`config.mk`:
```
export PLATFORM = sky130hd
export DESIGN_NAME = clipped_line_rasterizer_core
export DESIGN_NICKNAME = d
export VERILOG_FILES = /design/src/rtl/clr_pkg.sv /design/src/rtl/clipped_line_rasterizer_core.sv /design/src/rtl/clr_div.sv /design/src/rtl/clr_front.sv /design/src/rtl/clr_queue.sv /design/src/rtl/clr_back.sv
export SDC_FILE = /design/constraint.sdc
export NUM_CORES = 1
export LEC_CHECK = 0
export BUFFER_PORTS_ARGS = -buffer_cell sky130_fd_sc_hd__buf_2
export CAP_MARGIN = 20
export CELL_PAD_IN_SITES_DETAIL_PLACEMENT = 0
export CELL_PAD_IN_SITES_GLOBAL_PLACEMENT = 1
export CORE_UTILIZATION = 35
export DETAILED_ROUTE_END_ITERATION = 6
export PLACE_DENSITY = 0.64
export REMOVE_ABC_BUFFERS = 1
export SLEW_MARGIN = 30
export SYNTH_ARGS = -nofsm -noshare
export SYNTH_HDL_FRONTEND = slang
export SYNTH_SLANG_ARGS = --single-unit
```
`constraint.sdc`:
```
create_clock -name clk -period 7.84 [get_ports clk]
set_input_delay 1.568 -clock clk [delete_from_list [all_inputs] [get_ports clk]]
set_output_delay 1.568 -clock clk [all_outputs]
set_load 0.05 [all_outputs]
```
`src/rtl/clr_pkg.sv`:
```
// shared constants and job descriptor types for the clipped line rasterizer
`default_nettype none

package clr_pkg;

  localparam int SCREEN_WIDTH  = 64;
  localparam int SCREEN_HEIGHT = 64;
  localparam int MAX_PIXELS    = 64;

  localparam int IN_W    = 16;
  localparam int COORD_W = 10;
  localparam int STEP_W  = 8;
  localparam int FRAC_W  = 16;
  localparam int OFF_W   = FRAC_W + 1;
  localparam int ACC_W   = COORD_W + FRAC_W;
  localparam int IDX_W   = $clog2(MAX_PIXELS);

  localparam int QDEPTH  = 2;
  localparam int QPTR_W  = (QDEPTH > 1) ? $clog2(QDEPTH) : 1;
  localparam int QCNT_W  = $clog2(QDEPTH + 1);

  // command mode codes, the last one draws nothing
  localparam logic [1:0] MODE_LINE = 2'd0;
  localparam logic [1:0] MODE_HDOT = 2'd1;
  localparam logic [1:0] MODE_VDOT = 2'd2;
  localparam logic [1:0] MODE_NONE = 2'd3;

  typedef enum logic {
    JOB_AXIS,
    JOB_DDA
  } job_kind_t;

  // one drawing job handed from the front to the pixel stepper
  typedef struct packed {
    job_kind_t          kind;
    logic               major_is_y;
    logic [COORD_W-1:0] major_start;
    logic [COORD_W-1:0] major_end;
    logic               major_down;
    logic [COORD_W-1:0] minor;
    logic [COORD_W-1:0] minor_end;
    logic               minor_down;
    logic [STEP_W-1:0]  step;
    logic [OFF_W-1:0]   off;
    logic               color;
  } clr_job_t;

endpackage

`default_nettype wire

```
`src/rtl/clipped_line_rasterizer_core.sv`:
```
// line rasterizer top: a dotted run goes through the classify and push states, a solid run
// also through setup, and a sloped line through setup and the slope divider before push
// pixels leave at one word per cycle while out_stall is low, up to 64 per command
// the front end stalls the next command until the last is rejected or pushed, as the queue allows
// reset is synchronous and active low: it empties the queue and clears all handshake state
`default_nettype none

module clipped_line_rasterizer_core import clr_pkg::*; (
  input  logic                   clk,
  input  logic                   rst_n,
  input  logic                   in_valid,
  output logic                   in_stall,
  input  logic [1:0]             in_mode,
  input  logic signed [IN_W-1:0] in_start_x,
  input  logic signed [IN_W-1:0] in_start_y,
  input  logic signed [IN_W-1:0] in_end_x,
  input  logic signed [IN_W-1:0] in_end_y,
  input  logic [STEP_W-1:0]      in_dot_step,
  input  logic                   in_pen_color,
  output logic                   out_valid,
  input  logic                   out_stall,
  output logic [COORD_W-1:0]     out_pixel_x,
  output logic [COORD_W-1:0]     out_pixel_y,
  output logic                   out_pixel_color,
  output logic                   out_last_pixel
);

  logic               div_start;
  logic [COORD_W-1:0] div_num;
  logic [COORD_W-1:0] div_den;
  logic               div_done;
  logic [OFF_W-1:0]   div_quot;
  logic               q_push;
  clr_job_t           q_job;
  logic               q_full;
  logic               q_pop;
  clr_job_t           q_head;
  logic               q_empty;

  clr_front u_front (
    .clk          (clk),
    .rst_n        (rst_n),
    .in_valid     (in_valid),
    .in_stall     (in_stall),
    .in_mode      (in_mode),
    .in_start_x   (in_start_x),
    .in_start_y   (in_start_y),
    .in_end_x     (in_end_x),
    .in_end_y     (in_end_y),
    .in_dot_step  (in_dot_step),
    .in_pen_color (in_pen_color),
    .div_start    (div_start),
    .div_num      (div_num),
    .div_den      (div_den),
    .div_done     (div_done),
    .div_quot     (div_quot),
    .q_push       (q_push),
    .q_job        (q_job),
    .q_full       (q_full)
  );

  clr_div u_div (
    .clk   (clk),
    .rst_n (rst_n),
    .start (div_start),
    .num   (div_num),
    .den   (div_den),
    .done  (div_done),
    .quot  (div_quot)
  );

  clr_queue u_queue (
    .clk      (clk),
    .rst_n    (rst_n),
    .push     (q_push),
    .push_job (q_job),
    .full     (q_full),
    .pop      (q_pop),
    .head     (q_head),
    .empty    (q_empty)
  );

  clr_back u_back (
    .clk             (clk),
    .rst_n           (rst_n),
    .q_empty         (q_empty),
    .q_head          (q_head),
    .q_pop           (q_pop),
    .out_valid       (out_valid),
    .out_stall       (out_stall),
    .out_pixel_x     (out_pixel_x),
    .out_pixel_y     (out_pixel_y),
    .out_pixel_color (out_pixel_color),
    .out_last_pixel  (out_last_pixel)
  );

endmodule

`default_nettype wire

```
`src/rtl/clr_div.sv`:
```
// restoring divider for the dda slope, one quotient bit per cycle
`default_nettype none

module clr_div import clr_pkg::*; (
  input  logic               clk,
  input  logic               rst_n,
  input  logic               start,
  input  logic [COORD_W-1:0] num,
  input  logic [COORD_W-1:0] den,
  output logic               done,
  output logic [OFF_W-1:0]   quot
);

  localparam int CNT_W = $clog2(OFF_W);

  logic               busy_r;
  logic               done_r;
  logic [CNT_W-1:0]   cnt_r;
  logic [COORD_W-1:0] rem_r;
  logic [OFF_W-1:0]   dbit_r;
  logic [COORD_W-1:0] den_r;
  logic [OFF_W-1:0]   quot_r;

  logic [COORD_W:0]   trial;
  logic [COORD_W:0]   diff;
  logic               ge;

  // dividend is num << 16, so only num[0] and zeros remain below the first remainder
  assign trial = {rem_r, dbit_r[OFF_W-1]};
  assign ge    = trial >= {1'b0, den_r};
  assign diff  = trial - {1'b0, den_r};

  always_ff @(posedge clk) begin
    if (!rst_n) begin
      busy_r <= 1'b0;
      done_r <= 1'b0;
      cnt_r  <= '0;
    end else begin
      done_r <= 1'b0;
      if (start) begin
        busy_r <= 1'b1;
        cnt_r  <= '0;
      end else if (busy_r) begin
        if (cnt_r == CNT_W'(OFF_W - 1)) begin
          busy_r <= 1'b0;
          done_r <= 1'b1;
        end
        cnt_r <= cnt_r + CNT_W'(1);
      end
    end
  end

  always_ff @(posedge clk) begin
    if (start) begin
      rem_r  <= num >> 1;
      dbit_r <= {num[0], {(OFF_W-1){1'b0}}};
      den_r  <= den;
      quot_r <= '0;
    end else if (busy_r) begin
      rem_r  <= ge ? diff[COORD_W-1:0] : trial[COORD_W-1:0];
      dbit_r <= dbit_r << 1;
      quot_r <= {quot_r[OFF_W-2:0], ge};
    end
  end

  assign done = done_r;
  assign quot = quot_r;

endmodule

`default_nettype wire

```
`src/rtl/clr_front.sv`:
```
// command front end: accept, order, reject or clamp, and build a drawing job
`default_nettype none

module clr_front import clr_pkg::*; (
  input  logic                   clk,
  input  logic                   rst_n,
  input  logic                   in_valid,
  output logic                   in_stall,
  input  logic [1:0]             in_mode,
  input  logic signed [IN_W-1:0] in_start_x,
  input  logic signed [IN_W-1:0] in_start_y,
  input  logic signed [IN_W-1:0] in_end_x,
  input  logic signed [IN_W-1:0] in_end_y,
  input  logic [STEP_W-1:0]      in_dot_step,
  input  logic                   in_pen_color,
  output logic                   div_start,
  output logic [COORD_W-1:0]     div_num,
  output logic [COORD_W-1:0]     div_den,
  input  logic                   div_done,
  input  logic [OFF_W-1:0]       div_quot,
  output logic                   q_push,
  output clr_job_t               q_job,
  input  logic                   q_full
);

  localparam logic signed [IN_W-1:0] SCR_W_S = IN_W'(SCREEN_WIDTH);
  localparam logic signed [IN_W-1:0] SCR_H_S = IN_W'(SCREEN_HEIGHT);

  typedef enum logic [2:0] {
    S_IDLE,
    S_CLASS,
    S_SETUP,
    S_DIV,
    S_PUSH
  } state_t;

  state_t                 state_r;
  logic [1:0]             mode_r;
  logic signed [IN_W-1:0] sx_r, sy_r, ex_r, ey_r;
  logic [STEP_W-1:0]      step_r;
  logic                   color_r;
  logic [COORD_W-1:0]     x0_r, y0_r, x1_r, y1_r;
  clr_job_t               job_r;

  // general line ordering and clamping
  logic                   swap;
  logic signed [IN_W-1:0] gx0, gy0, gx1, gy1;
  logic                   g_reject;
  logic [COORD_W-1:0]     cx0, cy0, cx1, cy1;

  // dotted line ordering and clamping
  logic                   d_horiz;
  logic signed [IN_W-1:0] d_fixed, d_p, d_q, d_lo, d_hi, d_lim, d_flim;
  logic [COORD_W-1:0]     d_lim_m1, d_lo_c, d_hi_c;
  logic                   d_reject;
  logic [STEP_W-1:0]      d_step;
  clr_job_t               d_job;

  // job setup from clamped general endpoints
  logic [COORD_W-1:0]     s_dx, s_dy;
  logic                   s_ydown, s_shallow, s_is_axis;
  clr_job_t               s_job;

  always_comb begin
    swap     = sx_r > ex_r;
    gx0      = swap ? ex_r : sx_r;
    gy0      = swap ? ey_r : sy_r;
    gx1      = swap ? sx_r : ex_r;
    gy1      = swap ? sy_r : ey_r;
    g_reject = (gy0 >= SCR_H_S) || (gx0 >= SCR_W_S) || gy1[IN_W-1] || gx1[IN_W-1];
    cx0      = gx0[IN_W-1] ? '0 : gx0[COORD_W-1:0];
    cy0      = gy0[IN_W-1] ? '0 : gy0[COORD_W-1:0];
    cx1      = (gx1 >= SCR_W_S) ? COORD_W'(SCREEN_WIDTH - 1) : gx1[COORD_W-1:0];
    cy1      = (gy1 >= SCR_H_S) ? COORD_W'(SCREEN_HEIGHT - 1) : gy1[COORD_W-1:0];
  end

  always_comb begin
    d_horiz  = mode_r == MODE_HDOT;
    d_fixed  = d_horiz ? sy_r : sx_r;
    d_p      = d_horiz ? sx_r : sy_r;
    d_q      = d_horiz ? ex_r : ey_r;
    d_lo     = (d_p > d_q) ? d_q : d_p;
    d_hi     = (d_p > d_q) ? d_p : d_q;
    d_lim    = d_horiz ? SCR_W_S : SCR_H_S;
    d_flim   = d_horiz ? SCR_H_S : SCR_W_S;
    d_lim_m1 = d_horiz ? COORD_W'(SCREEN_WIDTH - 1) : COORD_W'(SCREEN_HEIGHT - 1);
    d_reject = d_fixed[IN_W-1] || (d_fixed >= d_flim) || d_hi[IN_W-1] || (d_lo >= d_lim);
    d_lo_c   = d_lo[IN_W-1] ? '0 : d_lo[COORD_W-1:0];
    d_hi_c   = (d_hi >= d_lim) ? d_lim_m1 : d_hi[COORD_W-1:0];
    d_step   = (step_r == '0) ? STEP_W'(1) : step_r;

    d_job             = '0;
    d_job.kind        = JOB_AXIS;
    d_job.major_is_y  = !d_horiz;
    d_job.major_start = d_lo_c;
    d_job.major_end   = d_hi_c;
    d_job.minor       = d_fixed[COORD_W-1:0];
    d_job.step        = d_step;
    d_job.color       = color_r;
  end

  always_comb begin
    s_dx      = x1_r - x0_r;
    s_ydown   = y1_r < y0_r;
    s_dy      = s_ydown ? (y0_r - y1_r) : (y1_r - y0_r);
    s_shallow = s_dy < s_dx;
    s_is_axis = (x0_r == x1_r) || (y0_r == y1_r);

    s_job       = '0;
    s_job.step  = STEP_W'(1);
    s_job.color = color_r;
    if (x0_r == x1_r) begin
      // vertical solid run
      s_job.kind        = JOB_AXIS;
      s_job.major_is_y  = 1'b1;
      s_job.major_start = s_ydown ? y1_r : y0_r;
      s_job.major_end   = s_ydown ? y0_r : y1_r;
      s_job.minor       = x0_r;
    end else if (y0_r == y1_r) begin
      s_job.kind        = JOB_AXIS;
      s_job.major_is_y  = 1'b0;
      s_job.major_start = x0_r;
      s_job.major_end   = x1_r;
      s_job.minor       = y0_r;
    end else if (s_shallow) begin
      s_job.kind        = JOB_DDA;
      s_job.major_is_y  = 1'b0;
      s_job.major_start = x0_r;
      s_job.major_end   = x1_r;
      s_job.minor       = y0_r;
      s_job.minor_end   = y1_r;
      s_job.minor_down  = s_ydown;
    end else begin
      // steep: column accumulator always rises toward the end column
      s_job.kind        = JOB_DDA;
      s_job.major_is_y  = 1'b1;
      s_job.major_start = y0_r;
      s_job.major_end   = y1_r;
      s_job.major_down  = s_ydown;
      s_job.minor       = x0_r;
      s_job.minor_end   = x1_r;
    end
  end

  always_ff @(posedge clk) begin
    if (!rst_n) begin
      state_r <= S_IDLE;
    end else begin
      case (state_r)
        S_IDLE: begin
          if (in_valid) begin
            mode_r  <= in_mode;
            sx_r    <= in_start_x;
            sy_r    <= in_start_y;
            ex_r    <= in_end_x;
            ey_r    <= in_end_y;
            step_r  <= in_dot_step;
            color_r <= in_pen_color;
            state_r <= S_CLASS;
          end
        end
        S_CLASS: begin
          case (mode_r)
            MODE_LINE: begin
              x0_r    <= cx0;
              y0_r    <= cy0;
              x1_r    <= cx1;
              y1_r    <= cy1;
              state_r <= g_reject ? S_IDLE : S_SETUP;
            end
            MODE_HDOT, MODE_VDOT: begin
              job_r   <= d_job;
              state_r <= d_reject ? S_IDLE : S_PUSH;
            end
            default: begin
              state_r <= S_IDLE;
            end
          endcase
        end
        S_SETUP: begin
          job_r   <= s_job;
          state_r <= s_is_axis ? S_PUSH : S_DIV;
        end
        S_DIV: begin
          if (div_done) begin
            job_r.off <= div_quot;
            state_r   <= S_PUSH;
          end
        end
        S_PUSH: begin
          if (!q_full) begin
            state_r <= S_IDLE;
          end
        end
        default: begin
          state_r <= S_IDLE;
        end
      endcase
    end
  end

  assign in_stall  = state_r != S_IDLE;
  assign div_start = (state_r == S_SETUP) && !s_is_axis;
  assign div_num   = s_shallow ? s_dy : s_dx;
  assign div_den   = s_shallow ? s_dx : s_dy;
  assign q_push    = (state_r == S_PUSH) && !q_full;
  assign q_job     = job_r;

endmodule

`default_nettype wire

```
`src/rtl/clr_queue.sv`:
```
// short job queue between the front end and the pixel stepper
`default_nettype none

module clr_queue import clr_pkg::*; (
  input  logic     clk,
  input  logic     rst_n,
  input  logic     push,
  input  clr_job_t push_job,
  output logic     full,
  input  logic     pop,
  output clr_job_t head,
  output logic     empty
);

  clr_job_t            mem_r [QDEPTH];
  logic [QPTR_W-1:0]   wr_ptr_r;
  logic [QPTR_W-1:0]   rd_ptr_r;
  logic [QCNT_W-1:0]   count_r;

  function automatic logic [QPTR_W-1:0] ptr_inc(input logic [QPTR_W-1:0] p);
    ptr_inc = (p == QPTR_W'(QDEPTH - 1)) ? '0 : p + QPTR_W'(1);
  endfunction

  always_ff @(posedge clk) begin
    if (!rst_n) begin
      wr_ptr_r <= '0;
      rd_ptr_r <= '0;
      count_r  <= '0;
    end else begin
      if (push) begin
        wr_ptr_r <= ptr_inc(wr_ptr_r);
      end
      if (pop) begin
        rd_ptr_r <= ptr_inc(rd_ptr_r);
      end
      if (push && !pop) begin
        count_r <= count_r + QCNT_W'(1);
      end else if (pop && !push) begin
        count_r <= count_r - QCNT_W'(1);
      end
    end
  end

  always_ff @(posedge clk) begin
    if (push) begin
      mem_r[wr_ptr_r] <= push_job;
    end
  end

  assign full  = count_r == QCNT_W'(QDEPTH);
  assign empty = count_r == '0;
  assign head  = mem_r[rd_ptr_r];

endmodule

`default_nettype wire

```
`src/rtl/clr_back.sv`:
```
// pixel stepper: walks one job a pixel per cycle into the output register, unless a stalled output word holds it
`default_nettype none

module clr_back import clr_pkg::*; (
  input  logic               clk,
  input  logic               rst_n,
  input  logic               q_empty,
  input  clr_job_t           q_head,
  output logic               q_pop,
  output logic               out_valid,
  input  logic               out_stall,
  output logic [COORD_W-1:0] out_pixel_x,
  output logic [COORD_W-1:0] out_pixel_y,
  output logic               out_pixel_color,
  output logic               out_last_pixel
);

  clr_job_t           job_r;
  logic               busy_r;
  logic [COORD_W-1:0] major_r;
  logic [ACC_W-1:0]   acc_r;
  logic [IDX_W-1:0]   idx_r;
  logic               out_valid_r;
  logic [COORD_W-1:0] pix_x_r;
  logic [COORD_W-1:0] pix_y_r;
  logic               pix_color_r;
  logic               pix_last_r;

  logic               load;
  logic               fire;
  logic [COORD_W-1:0] minor_int;
  logic [COORD_W:0]   axis_sum;
  logic               end_hit;
  logic               is_last;
  logic [ACC_W-1:0]   endv;
  logic [ACC_W:0]     off_ext;
  logic [ACC_W:0]     acc_up;
  logic [ACC_W:0]     endv_off;
  logic [ACC_W-1:0]   acc_nxt;
  logic [COORD_W-1:0] major_nxt;

  assign load = !busy_r && !q_empty;
  assign fire = busy_r && (!out_valid_r || !out_stall);

  always_comb begin
    minor_int = (job_r.kind == JOB_AXIS) ? job_r.minor : acc_r[ACC_W-1:FRAC_W];
    axis_sum  = {1'b0, major_r} + {{(COORD_W+1-STEP_W){1'b0}}, job_r.step};
    end_hit   = (job_r.kind == JOB_AXIS) ? (axis_sum > {1'b0, job_r.major_end})
                                         : (major_r == job_r.major_end);
    is_last   = end_hit || (idx_r == IDX_W'(MAX_PIXELS - 1));

    endv     = {job_r.minor_end, {FRAC_W{1'b0}}};
    off_ext  = {{(ACC_W+1-OFF_W){1'b0}}, job_r.off};
    acc_up   = {1'b0, acc_r} + off_ext;
    endv_off = {1'b0, endv} + off_ext;
    // descending minor clamps once the next step would reach or pass the end
    if (job_r.minor_down) begin
      acc_nxt = ({1'b0, acc_r} <= endv_off) ? endv : (acc_r - off_ext[ACC_W-1:0]);
    end else begin
      acc_nxt = (acc_up > {1'b0, endv}) ? endv : acc_up[ACC_W-1:0];
    end

    if (job_r.kind == JOB_AXIS) begin
      major_nxt = axis_sum[COORD_W-1:0];
    end else if (job_r.major_down) begin
      major_nxt = major_r - COORD_W'(1);
    end else begin
      major_nxt = major_r + COORD_W'(1);
    end
  end

  always_ff @(posedge clk) begin
    if (!rst_n) begin
      busy_r      <= 1'b0;
      out_valid_r <= 1'b0;
    end else begin
      if (out_valid_r && !out_stall) begin
        out_valid_r <= 1'b0;
      end
      if (load) begin
        busy_r <= 1'b1;
      end
      if (fire) begin
        out_valid_r <= 1'b1;
        if (is_last) begin
          busy_r <= 1'b0;
        end
      end
    end
  end

  always_ff @(posedge clk) begin
    if (load) begin
      job_r   <= q_head;
      major_r <= q_head.major_start;
      acc_r   <= {q_head.minor, {FRAC_W{1'b0}}};
      idx_r   <= '0;
    end else if (fire) begin
      major_r <= major_nxt;
      acc_r   <= acc_nxt;
      idx_r   <= idx_r + IDX_W'(1);
    end
    if (fire) begin
      pix_x_r     <= job_r.major_is_y ? minor_int : major_r;
      pix_y_r     <= job_r.major_is_y ? major_r : minor_int;
      pix_color_r <= job_r.color;
      pix_last_r  <= is_last;
    end
  end

  assign q_pop           = load;
  assign out_valid       = out_valid_r;
  assign out_pixel_x     = pix_x_r;
  assign out_pixel_y     = pix_y_r;
  assign out_pixel_color = pix_color_r;
  assign out_last_pixel  = pix_last_r;

endmodule

`default_nettype wire
```
**Word level (Yosys, flattened, before mapping)**

Memories as Yosys holds them, arrays and structs flattened. A register that Yosys moved wholly into a read port is not among the register bits.
Cells that the tools add are included.

- Input port bits: 79
- Memories: 1
- Register bits after elaboration: 363
- RAM bits: 140
- Output and inout port bits: 24
- Logic and storage cells: 225

- Multiplexer cells: 77
- Eq/ne operators: 16
- Add/subtract/negate cells: 16
- Magnitude comparators: 15
- Reduce and logical (&&, ||, !) cells: 44
- Bitwise operators: 2

Memory list:

| name | words | bits a word | read ports | clocked after Yosys merged registers in | write ports | RTL line | text |
|---|---|---|---|---|---|---|---|
| u_queue.mem_r | 2 | 70 | 1 | 1 | 1 | clr_queue.sv:15 | `clr_job_t mem_r [QDEPTH];` |

Operator list:

| cell | number |
|---|---|
| two-way mux 10 bit | 17 |
| two-way mux 16 bit | 9 |
| two-way mux 26 bit | 5 |
| >= comparator 16 x 8 -> 1 bit, second input constant | 7 |
| one-hot mux 52 bit (2 select lines) | 1 |
| two-way mux 70 bit | 1 |
| adder 26 x 17 -> 27 bit | 2 |
| two-way mux 17 bit | 3 |
| one-hot mux 17 bit (3 select lines) | 1 |
| two-way mux 22 bit | 2 |
| subtractor 10 bit | 4 |
| > comparator 16 bit | 2 |
| == test 10 bit | 3 |
| > comparator 27 x 26 -> 1 bit | 1 |
| <= comparator 26 x 27 -> 1 bit | 1 |
| subtractor 26 x 17 -> 26 bit | 1 |
| two-way mux 11 bit | 2 |
| two-way mux 21 bit | 1 |
| < comparator 10 bit | 2 |
| two-way mux 1 bit | 20 |
| two-way mux 20 bit | 1 |
| two-way mux 9 bit | 2 |
| two-way mux 3 bit | 5 |
| one-hot mux 3 bit (5 select lines) | 1 |
| 36 further kinds | 76 |

**Logic depth before layout (Yosys ltp)**

Gate-level depths: netlist of run 1.

- Depth after elaboration: 9
- Gate-level depth with buffers: 26
- Gate-level depth less buffers: 24

**Cells and area by module**

A second synthesis of run 1 with hierarchy kept.

- Cell total of the unflattened synthesis: 2,456
- Area total of the unflattened synthesis: 27,931.8 um^2

Modules (own cells, without submodules):

| module | area each (um^2) | seq. area each (um^2) | cells an instance | times used |
|---|---|---|---|---|
| clr_front | 10,929.2 | 5,615.4 | 1,002 | 1 |
| clr_back | 9,531.6 | 3,543.4 | 1,002 | 1 |
| clr_queue | 5,251.3 | 4,304.1 | 240 | 1 |
| clr_div | 2,219.6 | 1,101.1 | 212 | 1 |

**Worst setup path after synthesis of run 1**

No wires, ideal clock.

- Path kind: flip-flop to flip-flop
- From: register u_front.y1_r[0]
- To: register u_front.job_r, in the netlist u_front.q_job[28] (data pin)
- Clock period less this slack: 5,038 ps
- Cell stages (with the launch flop): 23
- Data required time: 7,574 ps
- Buffers on the path: 3
- Path slack: 2,802 ps
- Arrival: 4,772 ps
- Library setup time: 266 ps
- Path through: edfxtp_1 inv_1 ha_1 inv_1 fa_1 a21o_1 a21oi_1 o211a_1 or2_2 clkbuf_1 mux2_2 a221oi_1 o21ai_0 xor2_1 ha_1 o211a_1 nand3_1 o31ai_1 o22ai_1 clkbuf_1 clkbuf_1 mux2i_1 nor2_1

- Longest elaborated chain between the ends: 7
- Elaborated cells on any way between the ends: 10
- Those cells by class: add/sub: 2; order compare: 2; eq/ne: 1; mux: 5

Ends and longest elaborated chain:

| what | RTL line | text |
|---|---|---|
| start, declared | clr_front.sv:42 | `logic [COORD_W-1:0] x0_r, y0_r, x1_r, y1_r;` |
| start signal, assigned | clr_front.sv:168 | `y1_r <= cy1;` |
| subtractor 10 bit / < comparator 10 bit (equally long branches) | clr_front.sv:105, clr_front.sv:104 |  |
| two-way mux 10 bit | clr_front.sv:105 | `s_dy = s_ydown ? (y0_r - y1_r) : (y1_r - y0_r);` |
| < comparator 10 bit | clr_front.sv:106 | `s_shallow = s_dy < s_dx;` |
| two-way mux 20 bit | clr_front.sv:125 | `end else if (s_shallow) begin` |
| two-way mux 11 bit (*) | clr_front.sv:119 | `end else if (y0_r == y1_r) begin` |
| two-way mux 11 bit (*) | clr_front.sv:112 | `if (x0_r == x1_r) begin` |
| one-hot mux 52 bit (2 select lines) (*) | clr_front.sv:149 | `case (state_r)` |
| end signal, assigned | clr_front.sv:172 | `job_r <= d_job;` |
| end signal, assigned | clr_front.sv:181 | `job_r <= s_job;` |
| end, declared | clr_front.sv:43 | `clr_job_t job_r;` |

Mark *: on every way between the ends. The rest lies on a longest branch, timed or not.
A chain may end at the register's enable or synchronous reset.

**Worst setup path in the final report of run 1**

- From: register u_front.y1_r[7]
- To: register u_front.job_r, in the netlist u_front.q_job[49] (data pin)

- Longest elaborated chain between the ends: 7
- Elaborated cells on any way between the ends: 11
- Those cells by class: add/sub: 2; order compare: 2; eq/ne: 1; mux: 6

Ends and longest elaborated chain:

| what | RTL line |
|---|---|
| subtractor 10 bit / < comparator 10 bit (equally long branches) | clr_front.sv:105, clr_front.sv:104 |
| two-way mux 10 bit | clr_front.sv:105 |
| < comparator 10 bit | clr_front.sv:106 |
| two-way mux 21 bit | clr_front.sv:125 |
| two-way mux 22 bit | clr_front.sv:119 |
| two-way mux 22 bit (*) | clr_front.sv:112 |
| one-hot mux 52 bit (2 select lines) (*) | clr_front.sv:149 |

Marked as above.

==> impl_metrics.ini, run 1 <==
[cts]
ctsRootBufferMaster = clkbuf_16
ctsHoldBuffers = 0
path_clk_slew_ps = 60
cts_resized = 0
cts_setup_buffers = 0
htreeDepth = 2
clkLatencyLatePin_ps = 650
clock_sink_count = 504
cts_tree = done
clockBufferDepth = 3
cts_made_buffers = 57

[sta]
finalSetupViolCount = 0
tightest_slew_ps = 934.7
fmax_mhz = 153.9
finClkSkew_ps = 63.92
relSlewSlack = 0.3762
finalHoldViolCount = 0
period_minus_slack_ps = 6498
setup_slack_ps = 1342
finalSetupTns_ps = 0
rsz0062_at_grt = false
timing.final.crit_share = 0.8288
slew_violations = 0

[placed_design]
gp_congestion = 0.9053
portBuffers = 102
dp_slack_ps = 1459
dp_hpwl_um = 52710

[power]
ir_drop_v = 0.0002188
p_leak_nw = 11.72
p_per_area_nw_per_um2 = 336.4

[hold_path]
hold_class = register to register
hold_start = u_back.job_r[0]$_DFFE_PP_
min_path_cells = 0
min_to = u_back.out_pixel_color$_DFFE_PP_

[drt]
vias_per_cell = 5.296
antenna_left = 0
drc_errors = 0
avgRoutedWirePerCell_um = 20.28
drt-total-wl_um = 71900
drt_first_iter_violations = 1358
vias = 18780
drt_first_pass_iters = 6

[setup_path]
crit_path_start_kind = register
worstSetupPathType = register to register
r2r_slack_ps = 1340
reg2regPathDepth = 23
crit_arrival_ps = 6900
required_ps = 8240
critPathCaptureType = register
crit_fanout = 48
r2r_end = u_front.q_job[49]$_DFFE_PP_
reg2reg_from = u_front.y1_r[7]$_SDFFCE_PP0P_

[yosys]
ys_warn_count = 0
synth_edf_count = 447
ys_ff_latch = 504
async_flop_share = 0
synth_top_family_by_area = compound AO/OA/AOI/OAI gates
synth-simple-area-share = 0.1119
synth_xor_area_frac = 0.03052
netlist_area_sq_um = 27260
synth-compound-area-share = 0.1284
synth.top_cell.area_share = 0.4924
muxShareOfSynthArea = 0.07173
yosys.cell_types.count = 84
synth_seq_area_share = 0.5342
yosysTopAreaCell = edfxtp_1
synthAdderAreaFrac = 0.08298
synth.avg_cell_area_sq_um = 11.39
syn_inst = 2393
synth_flop_cell = edfxtp_1
synthTopCellsByArea = edfxtp_1 49%, ha_1 7.7%, dfxtp_1 4.2%

[floorplanning]
core_region_area_sq_um = 76450
die_x_um = 281.1
ioPinCount = 103
num_rows = 101
die_h_um = 281.1
dieArea_sq_um = 79010
start_util = 0.3566

[grt]
grt_pass1_wl_um = 109800
grt_max_degree = 77
grt_overflow = 0
grt_pass1_vias = 18430
grt.total_usage = 0.1799
antenna_found_initial = 2

[run_status]
status = complete, no violations

[final_layout]
mostFrequentLayoutCells = 447 x edfxtp_1, 184 x nor2_1, 173 x inv_1
area_growth_pct = 13.20
diodes = 0
post-route-util = 0.4036
fin_nets = 2725
final_common_cell = edfxtp_1
drive_gt1_frac = 0.1363

[flow_run]
cap_violations = 0
worst max-delay path, stage by stage (launching register included):
cell and delay, ps:
edfxtp_1 490, inv_1 80, ha_1 560, nand2_1 100, a2bb2oi_1 150, o211a_1 180
nor2_1 440, mux2i_1 590, a21boi_0 450, o21ai_0 170, xor2_1 200, ha_1 340
o211a_1 130, nand3_1 80, o31ai_1 100, o22ai_4 230, buf_4 520, nor3_1 100
a21oi_1 140, buf_4 310, nor2_1 60, o21ai_0 350, o21ai_0 150, a21oi_1 330
layout make-up:
type                       instances  area (sq um)
clock buffer                      66          1470
clock inverter                    39         462.9
fill                            7272         45590
inverter                         178         669.4
multi-input combinational       1602         11700
sequential                       504         14570
tap                             1030          1289
timing repair buffer             127         709.4
metal layers:
metal,global-route usage,up-vias,wire (um)
met3,0.02419,123,3506
met1,0.2546,9125,33900
met2,0.2853,513,32640
met4,0.05310,0,1847
li1,-,9019,-
met5,0,-,0
cells by family after synthesis:
| family | after synthesis |
|---|---|
| AOI/OAI and AO/OA | 539 |
| xor gates and xnor gates | 95 |
| adders and majority gates | 176 |
| buffers and inverters | 287 |
| DFF | 504 |
| muxes | 185 |
| and+or+nand+nor | 607 |
worst max path at each step:
stage,startpoint,to,slack [ps],cells past startpoint
floorplan,u_front.y1_r[0]$_SDFFCE_PP1P_,u_front.q_job[66]$_DFFE_PP_,30,20
global placement,u_front.y0_r[7]$_SDFFCE_PN0P_,u_front.q_job[48]$_DFFE_PP_,1540,19
detailed placement,u_front.y1_r[0]$_SDFFCE_PP1P_,u_front.q_job[48]$_DFFE_PP_,1460,23
CTS,u_front.y1_r[0]$_SDFFCE_PP1P_,u_front.q_job[50]$_DFFE_PP_,1460,23
global route,u_front.y1_r[0]$_SDFFCE_PP1P_,u_front.q_job[50]$_DFFE_PP_,900,26
finish,u_front.y1_r[7]$_SDFFCE_PP0P_,u_front.q_job[49]$_DFFE_PP_,1340,23
stage by stage:
| stage | hold WS (ps) | area [sq um] | instances | power [mW] |
|---|---|---|---|---|
| 2_1_floorplan | 400.3 | 26830 | 2284 | 6.449 |
| 3_3_place_gp | 403.9 | 28890 | 3440 | 7.635 |
| 3_5_place_dp | 407.5 | 28920 | 3441 | 7.683 |
| 4_1_cts | 414.2 | 30850 | 3546 | 10.46 |
| 5_1_grt | 430.7 | 30860 | 3546 | 11.00 |
| 6_report | 417.3 | 30860 | 3546 | 10.38 |
flip-flops by register name, indices dropped and copies added, names as in the netlist, 16 cells and up, named ones only:
register,cells
u_queue.mem_r,140
u_div.quot,17
u_front.q_job,70
u_back.job_r,50
u_front.sy_r,16
u_front.sx_r,16
u_back.acc_r,26
u_front.ey_r,16
u_front.ex_r,16
power by group:
part / switching (mW) / total [mW] / internal [mW]
clock: 1.14 / 2.73 / 1.59
sequential: 0.328 / 3.73 / 3.40
combinational: 2.48 / 3.92 / 1.45
total: 3.95 / 10.4 / 6.43
cell usage after synthesis, types with 6 or more instances:
cell type / count
nand3b_1: 22
nor3_1: 37
mux2_2: 83
nand2_1: 109
nor4_1: 17
a211oi_1: 29
nor2b_1: 47
a21oi_1: 147
buf_1: 14
o211a_1: 6
and3_1: 29
a31oi_1: 20
edfxtp_1: 447
ha_1: 168
clkbuf_1: 86
mux2i_1: 102
dfxtp_1: 57
o221ai_1: 26
o22ai_1: 18
nor2_1: 187
o21a_1: 15
nand4_1: 36
or2_2: 10
or3_1: 11
a21o_1: 31
inv_1: 175
and2_1: 19
buf_2: 7
xnor2_1: 61
fa_1: 8
xor2_1: 34
o21ai_0: 137
nand2b_1: 30
nand3_1: 33
o31ai_1: 15
o211ai_1: 11
(Power assumes the default switching activity.)
==> run 2, diff against run 1 <==
- clock period: 7.84 -> 6.1 ns (I/O delays scaled with it)
==> run 2 against run 1 <==
  * Combinational power grew 31%
  * Critical path type unchanged
  * Via count rose by 0.68%
  * Utilization increased by 0.27 points
  * Clock skew down 45 ps
  * Die area unchanged
  * Clock power up 31%
  * Worst setup slack got worse by 820 ps
  * Sequential cell count unchanged
  * Highest routed layer unchanged
  * Sequential share of layout area decreased by 0.32 points
  * Global-route usage up 0.45 points
  * Non-clock buffer count grew 28
  * Maximum frequency up 17%
==> impl_metrics.ini, run 2 (synthesis gave the netlist of run 1 again) <==
[cts]
clockBufferDepth = 3
htreeDepth = 2
path_clk_slew_ps = 70
cts_tree = done
clkLatencyLatePin_ps = 620
ctsRootBufferMaster = clkbuf_16
cts_setup_buffers = 0
clock_sink_count = 504
cts_made_buffers = 56

[hold_path]
hold_class = register to register
min_path_cells = 0
min_to = u_front.q_job[0]$_DFFE_PP_
hold_start = u_front.color_r$_DFFE_PP_

[final_layout]
fin_nets = 2752
largest_register_ff_count = 140
mostFrequentLayoutCells = 447 x edfxtp_1, 186 x nor2_1, 174 x inv_1
multi_input_area_sq_um = 11680
register_area_sq_um = 14570
diodes = 0
top_register = u_queue.mem_r
drive_gt1_frac = 0.1461
n_fill_cell = 7223
final_common_cell = edfxtp_1
area_growth_pct = 13.97

[setup_path]
path_delay_family = compound AO/OA/AOI/OAI gates
crit_fanout = 41
cpPeakStageDelay_ps = 510
reg2regPathDepth = 21
crit_arrival_ps = 5960
worstSetupPathType = register to register
r2r_slack_ps = 520
worstPathCellList = inv_1 > ha_1 > inv_1 > fa_1 > a21o_1 > a21oi_1 > o211a_1 > or2_2 > mux2_2 > a221oi_2 > o21ai_0 > xor2_1 > ha_1 > o211a_1 > nand3_1 > o31ai_1 > o22ai_4 > o21bai_2 > buf_12 > o221ai_1 > o21ai_1
r2r_end = u_front.q_job[61]$_DFFE_PP_
cp_slowest_cell = edfxtp_1
crit_path_start_kind = register
reg2reg_from = u_front.y1_r[0]$_SDFFCE_PP1P_
required_ps = 6480
worst-path-buf-inv = 3
critPathCaptureType = register

[grt]
grt_pass1_wl_um = 111300
grt.total_usage = 0.1844
antenna_found_initial = 2
grt_pass1_vias = 18530
grt_max_degree = 68
grt_overflow = 0

[floorplanning]
num_rows = 101
die_h_um = 281.1
die_x_um = 281.1
start_util = 0.3566
core_region_area_sq_um = 76450
ioPinCount = 103
dieArea_sq_um = 79010

[sta]
finalSetupTns_ps = 0
finClkSkew_ps = 19.30
whs_ps = 427.8
slew_violations = 0
tightest_slew_ps = 889.1
rsz0062_at_grt = false
finalHoldViolCount = 0
period_minus_slack_ps = 5575
timing.final.crit_share = 0.9140
relSlewSlack = 0.4072
finalSetupViolCount = 0
fmax_mhz = 179.4

[power]
clkPwrFrac = 0.264
finalPower_mw = 13.51
p_seq_frac = 0.356
p_leak_nw = 11.87
internal_power_mw = 8.442
p_per_area_nw_per_um2 = 435.0
power.net_switching_mw = 5.073
p_comb_frac = 0.380
ir_drop_v = 0.0002406
swShare = 0.3754

[drt]
drc_errors = 0
avgRoutedWirePerCell_um = 20.60
vias_per_cell = 5.296
vias = 18910
drt-total-wl_um = 73540
antenna_left = 0
drt_first_iter_violations = 1407
drt_first_pass_iters = 5

[placed_design]
dp_hpwl_um = 54280
gp_congestion = 0.9070
portBuffers = 102

[run_status]
status = complete, no violations

[flow_run]
cap_violations = 0
==> run 2: changes by cell type in the layout (fill, tap and decap cells not counted), sizes merged <==
cell      delta
buf         +28
bufinv       +2
clkbuf       +2
clkinv      -15
clkinvlp     +1
inv          +6
==> run 2: power groups by stage <==
stage,logic [mW],registers (mW),clock network (mW)
after detailed placement,5.13,4.88,0
final,5.13,4.81,3.57
after global routing,5.66,4.86,3.80
after CTS,5.16,4.81,3.66
after global placement,5.09,4.89,0
after floorplan,3.35,4.94,0
==> run 2: area by class of cell <==
| cell class | count | share of cell area |
|---|---|---|
| sequential | 504 | 0.4688 |
| multi-input combinational | 1602 | 0.3760 |
| clock buffer | 68 | 0.04756 |
| tap | 1030 | 0.04148 |
| timing repair buffer | 155 | 0.03016 |
| inverter | 178 | 0.02167 |
| clock inverter | 33 | 0.01438 |
==> run 2: stage by stage <==
step / util / cell area, sq um / instances / setup slack [ps]
after global routing: 0.4064 / 31070 / 3570 / 32.22
final: 0.4064 / 31070 / 3570 / 524.7
after CTS: 0.4063 / 31060 / 3570 / 274.4
after global placement: 0.3809 / 29120 / 3468 / 404.7
after detailed placement: 0.3811 / 29140 / 3469 / 297.4
after floorplan: - / 26830 / 2284 / -1715
==> run 2: repair_timing <==
item / 4_1_cts / 5_1_grt
gates resized for setup: 0 / 3
endpoints found under the setup margin: 0 / 8
hold buffers: 0 / 0
==> run 2: worst max path at each step <==
stage	cells after the start	slack (ps)	startpoint	to
after floorplan	20	-1710	u_front.y1_r[0]$_SDFFCE_PP1P_	u_front.q_job[66]$_DFFE_PP_
after global placement	21	400	u_front.y1_r[0]$_SDFFCE_PP1P_	u_front.q_job[61]$_DFFE_PP_
after detailed placement	21	300	u_front.y1_r[0]$_SDFFCE_PP1P_	u_front.q_job[61]$_DFFE_PP_
after CTS	21	270	u_front.y1_r[0]$_SDFFCE_PP1P_	u_front.q_job[61]$_DFFE_PP_
after global routing	24	30	u_front.y1_r[0]$_SDFFCE_PP1P_	u_front.q_job[50]$_DFFE_PP_
final	21	520	u_front.y1_r[0]$_SDFFCE_PP1P_	u_front.q_job[61]$_DFFE_PP_
==> run 2: per-layer routing <==
layer	vias to the layer above	wire, um	GRT usage
li1	9055	-	-
met1	9166	34190	0.2593
met2	545	33010	0.2881
met3	141	3775	0.02452
met4	0	2562	0.06852
met5	-	0	0
==> run 3, diff against run 2 <==
- REMOVE_ABC_BUFFERS: 1 -> default
==> run 3 against run 2 <==
  * Routed wire length rose by 0.78%
  * Clock skew increased by 44 ps
  * First-iteration DRC count grew 9.4%
  * Non-clock buffer count grew 1
  * Critical path type unchanged
  * Critical endpoint is now u_front.q_job[63]$_DFFE_PP_
  * Largest power group unchanged
==> impl_metrics.ini, run 3 (synthesis gave the netlist of run 1 again) <==
[drt]
drt-total-wl_um = 74120
drt_first_iter_violations = 1539
drc_errors = 0
vias_per_cell = 5.292
avgRoutedWirePerCell_um = 20.74
vias = 18920
drt_first_pass_iters = 5
antenna_left = 0

[floorplanning]
num_rows = 101
die_x_um = 281.1
ioPinCount = 103
start_util = 0.3566
die_h_um = 281.1
dieArea_sq_um = 79010
core_region_area_sq_um = 76450

[power]
p_per_area_nw_per_um2 = 429.2
p_leak_nw = 11.83
ir_drop_v = 0.0002692

[sta]
rsz0062_at_grt = false
slew_violations = 0
finalSetupViolCount = 0
relSlewSlack = 0.3663
fmax_mhz = 173.6
period_minus_slack_ps = 5760
tightest_slew_ps = 949.5
finalSetupTns_ps = 0
finClkSkew_ps = 63.08
finalHoldViolCount = 0
timing.final.crit_share = 0.9443

[grt]
grt_pass1_vias = 18520
grt_max_degree = 71
grt.total_usage = 0.1854
antenna_found_initial = 2
grt_pass1_wl_um = 111600
grt_overflow = 0

[cts]
htreeDepth = 2
clock_sink_count = 504
ctsHoldBuffers = 0
clkLatencyLatePin_ps = 650
path_clk_slew_ps = 70
cts_made_buffers = 56
clockBufferDepth = 3
cts_tree = done
ctsRootBufferMaster = clkbuf_16

[setup_path]
cp_slowest_cell = edfxtp_1
worstSetupPathType = register to register
crit_fanout = 41
path_delay_family = compound AO/OA/AOI/OAI gates
crit_path_start_kind = register
critPathCaptureType = register
required_ps = 6480
worst-path-buf-inv = 3
cpPeakStageDelay_ps = 520
worstPathCellList = inv_1 > ha_1 > inv_1 > fa_1 > a21o_1 > a21oi_1 > o211a_1 > or2_2 > mux2_2 > a221oi_1 > o21ai_0 > xor2_1 > ha_1 > o211a_1 > nand3_1 > o31ai_2 > o22ai_4 > o21bai_2 > buf_12 > o221ai_1 > o21ai_0
crit_arrival_ps = 6140

[flow_run]
cap_violations = 0

[placed_design]
placed_area_sq_um = 29110
dp_hpwl_um = 54460
portBuffers = 102
gp_congestion = 0.9172

[final_layout]
drive_gt1_frac = 0.1454
area_growth_pct = 13.69
fin_nets = 2753
largest_register_ff_count = 140
top_register = u_queue.mem_r
mostFrequentLayoutCells = 447 x edfxtp_1, 186 x nor2_1, 174 x inv_1
diodes = 0
final_common_cell = edfxtp_1
fin_area_sq_um = 30990

[hold_path]
hold_class = register to register

[yosys]
syn_nets = 2648

[run_status]
status = complete, no violations
-- run 3: layout make-up --
cell class,count,area (sq um)
Clock inverter,36,377.9
Tap cell,1030,1289
Timing Repair Buffer,156,948.4
Sequential cell,504,14570
Inverter,178,669.4
Fill cell,7264,45460
Clock buffer,68,1486
Multi-Input combinational cell,1602,11660
-- run 3: repair_timing --
item | CTS | global route
setup endpoints to repair | 0 | 13
resized for setup | 0 | 3
buffers inserted | 0 | 0
hold endpoints to repair | 0 | 0
-- run 3: worst reg2reg max path, cell delays in order (launching register included) --
cell and delay [ps]:
edfxtp_1 520, inv_1 110, ha_1 140, inv_1 50, fa_1 380, a21o_1 190, a21oi_1 270, o211a_1 230
or2_2 360, mux2_2 400, a221oi_1 390, o21ai_0 190, xor2_1 190, ha_1 320, o211a_1 160, nand3_1 90
o31ai_2 300, o22ai_4 210, o21bai_2 200, buf_12 230, o221ai_1 140, o21ai_0 450
-- run 3: final timing paths --
| path | endpoint | startpoint | slack [ps] | cells past startpoint |
|---|---|---|---|---|
| max | u_front.q_job[63]$_DFFE_PP_ | u_front.y1_r[0]$_SDFFCE_PP1P_ | 340 | 21 |
| min | u_queue.mem_r[0][34]$_DFFE_PP_ | u_front.q_job[34]$_SDFFCE_PP0P_ | 400 | 0 |
| max reg2reg | u_front.q_job[63]$_DFFE_PP_ | u_front.y1_r[0]$_SDFFCE_PP1P_ | 340 | 21 |
| min reg2reg | u_queue.mem_r[0][34]$_DFFE_PP_ | u_front.q_job[34]$_SDFFCE_PP0P_ | 400 | 0 |
-- run 3: report_power, final --
group          internal [mW]  switching (mW)
sequential              4.37           0.451
combinational           1.93            3.15
clock                   1.93            1.47
total                   8.23            5.07
-- run 3: metrics by stage --
step / total power [mW] / instances / setup slack (ps) / util / hold slack [ps]
after global placement: 9.934 / 3469 / 203.3 / 0.3808 / 405.4
after detailed placement: 9.941 / 3469 / 189.2 / 0.3808 / 410.7
final: 13.30 / 3574 / 339.9 / 0.4054 / 396.9
after global routing: 14.07 / 3574 / 97.66 / 0.4054 / 399.1
after floorplan: 8.381 / 2393 / 1062 / - / 400.3
after CTS: 13.40 / 3573 / 217.2 / 0.4051 / 400.9
-- run 3: metal layers --
| layer | global-route usage | routed length [um] | part of all wire |
|---|---|---|---|
| met1 | 0.2650 | 35000 | 0.47 |
| met2 | 0.2881 | 33260 | 0.45 |
| met3 | 0.02436 | 3675 | 0.050 |
| met4 | 0.06179 | 2182 | 0.029 |
| met5 | 0 | 0 | 0 |
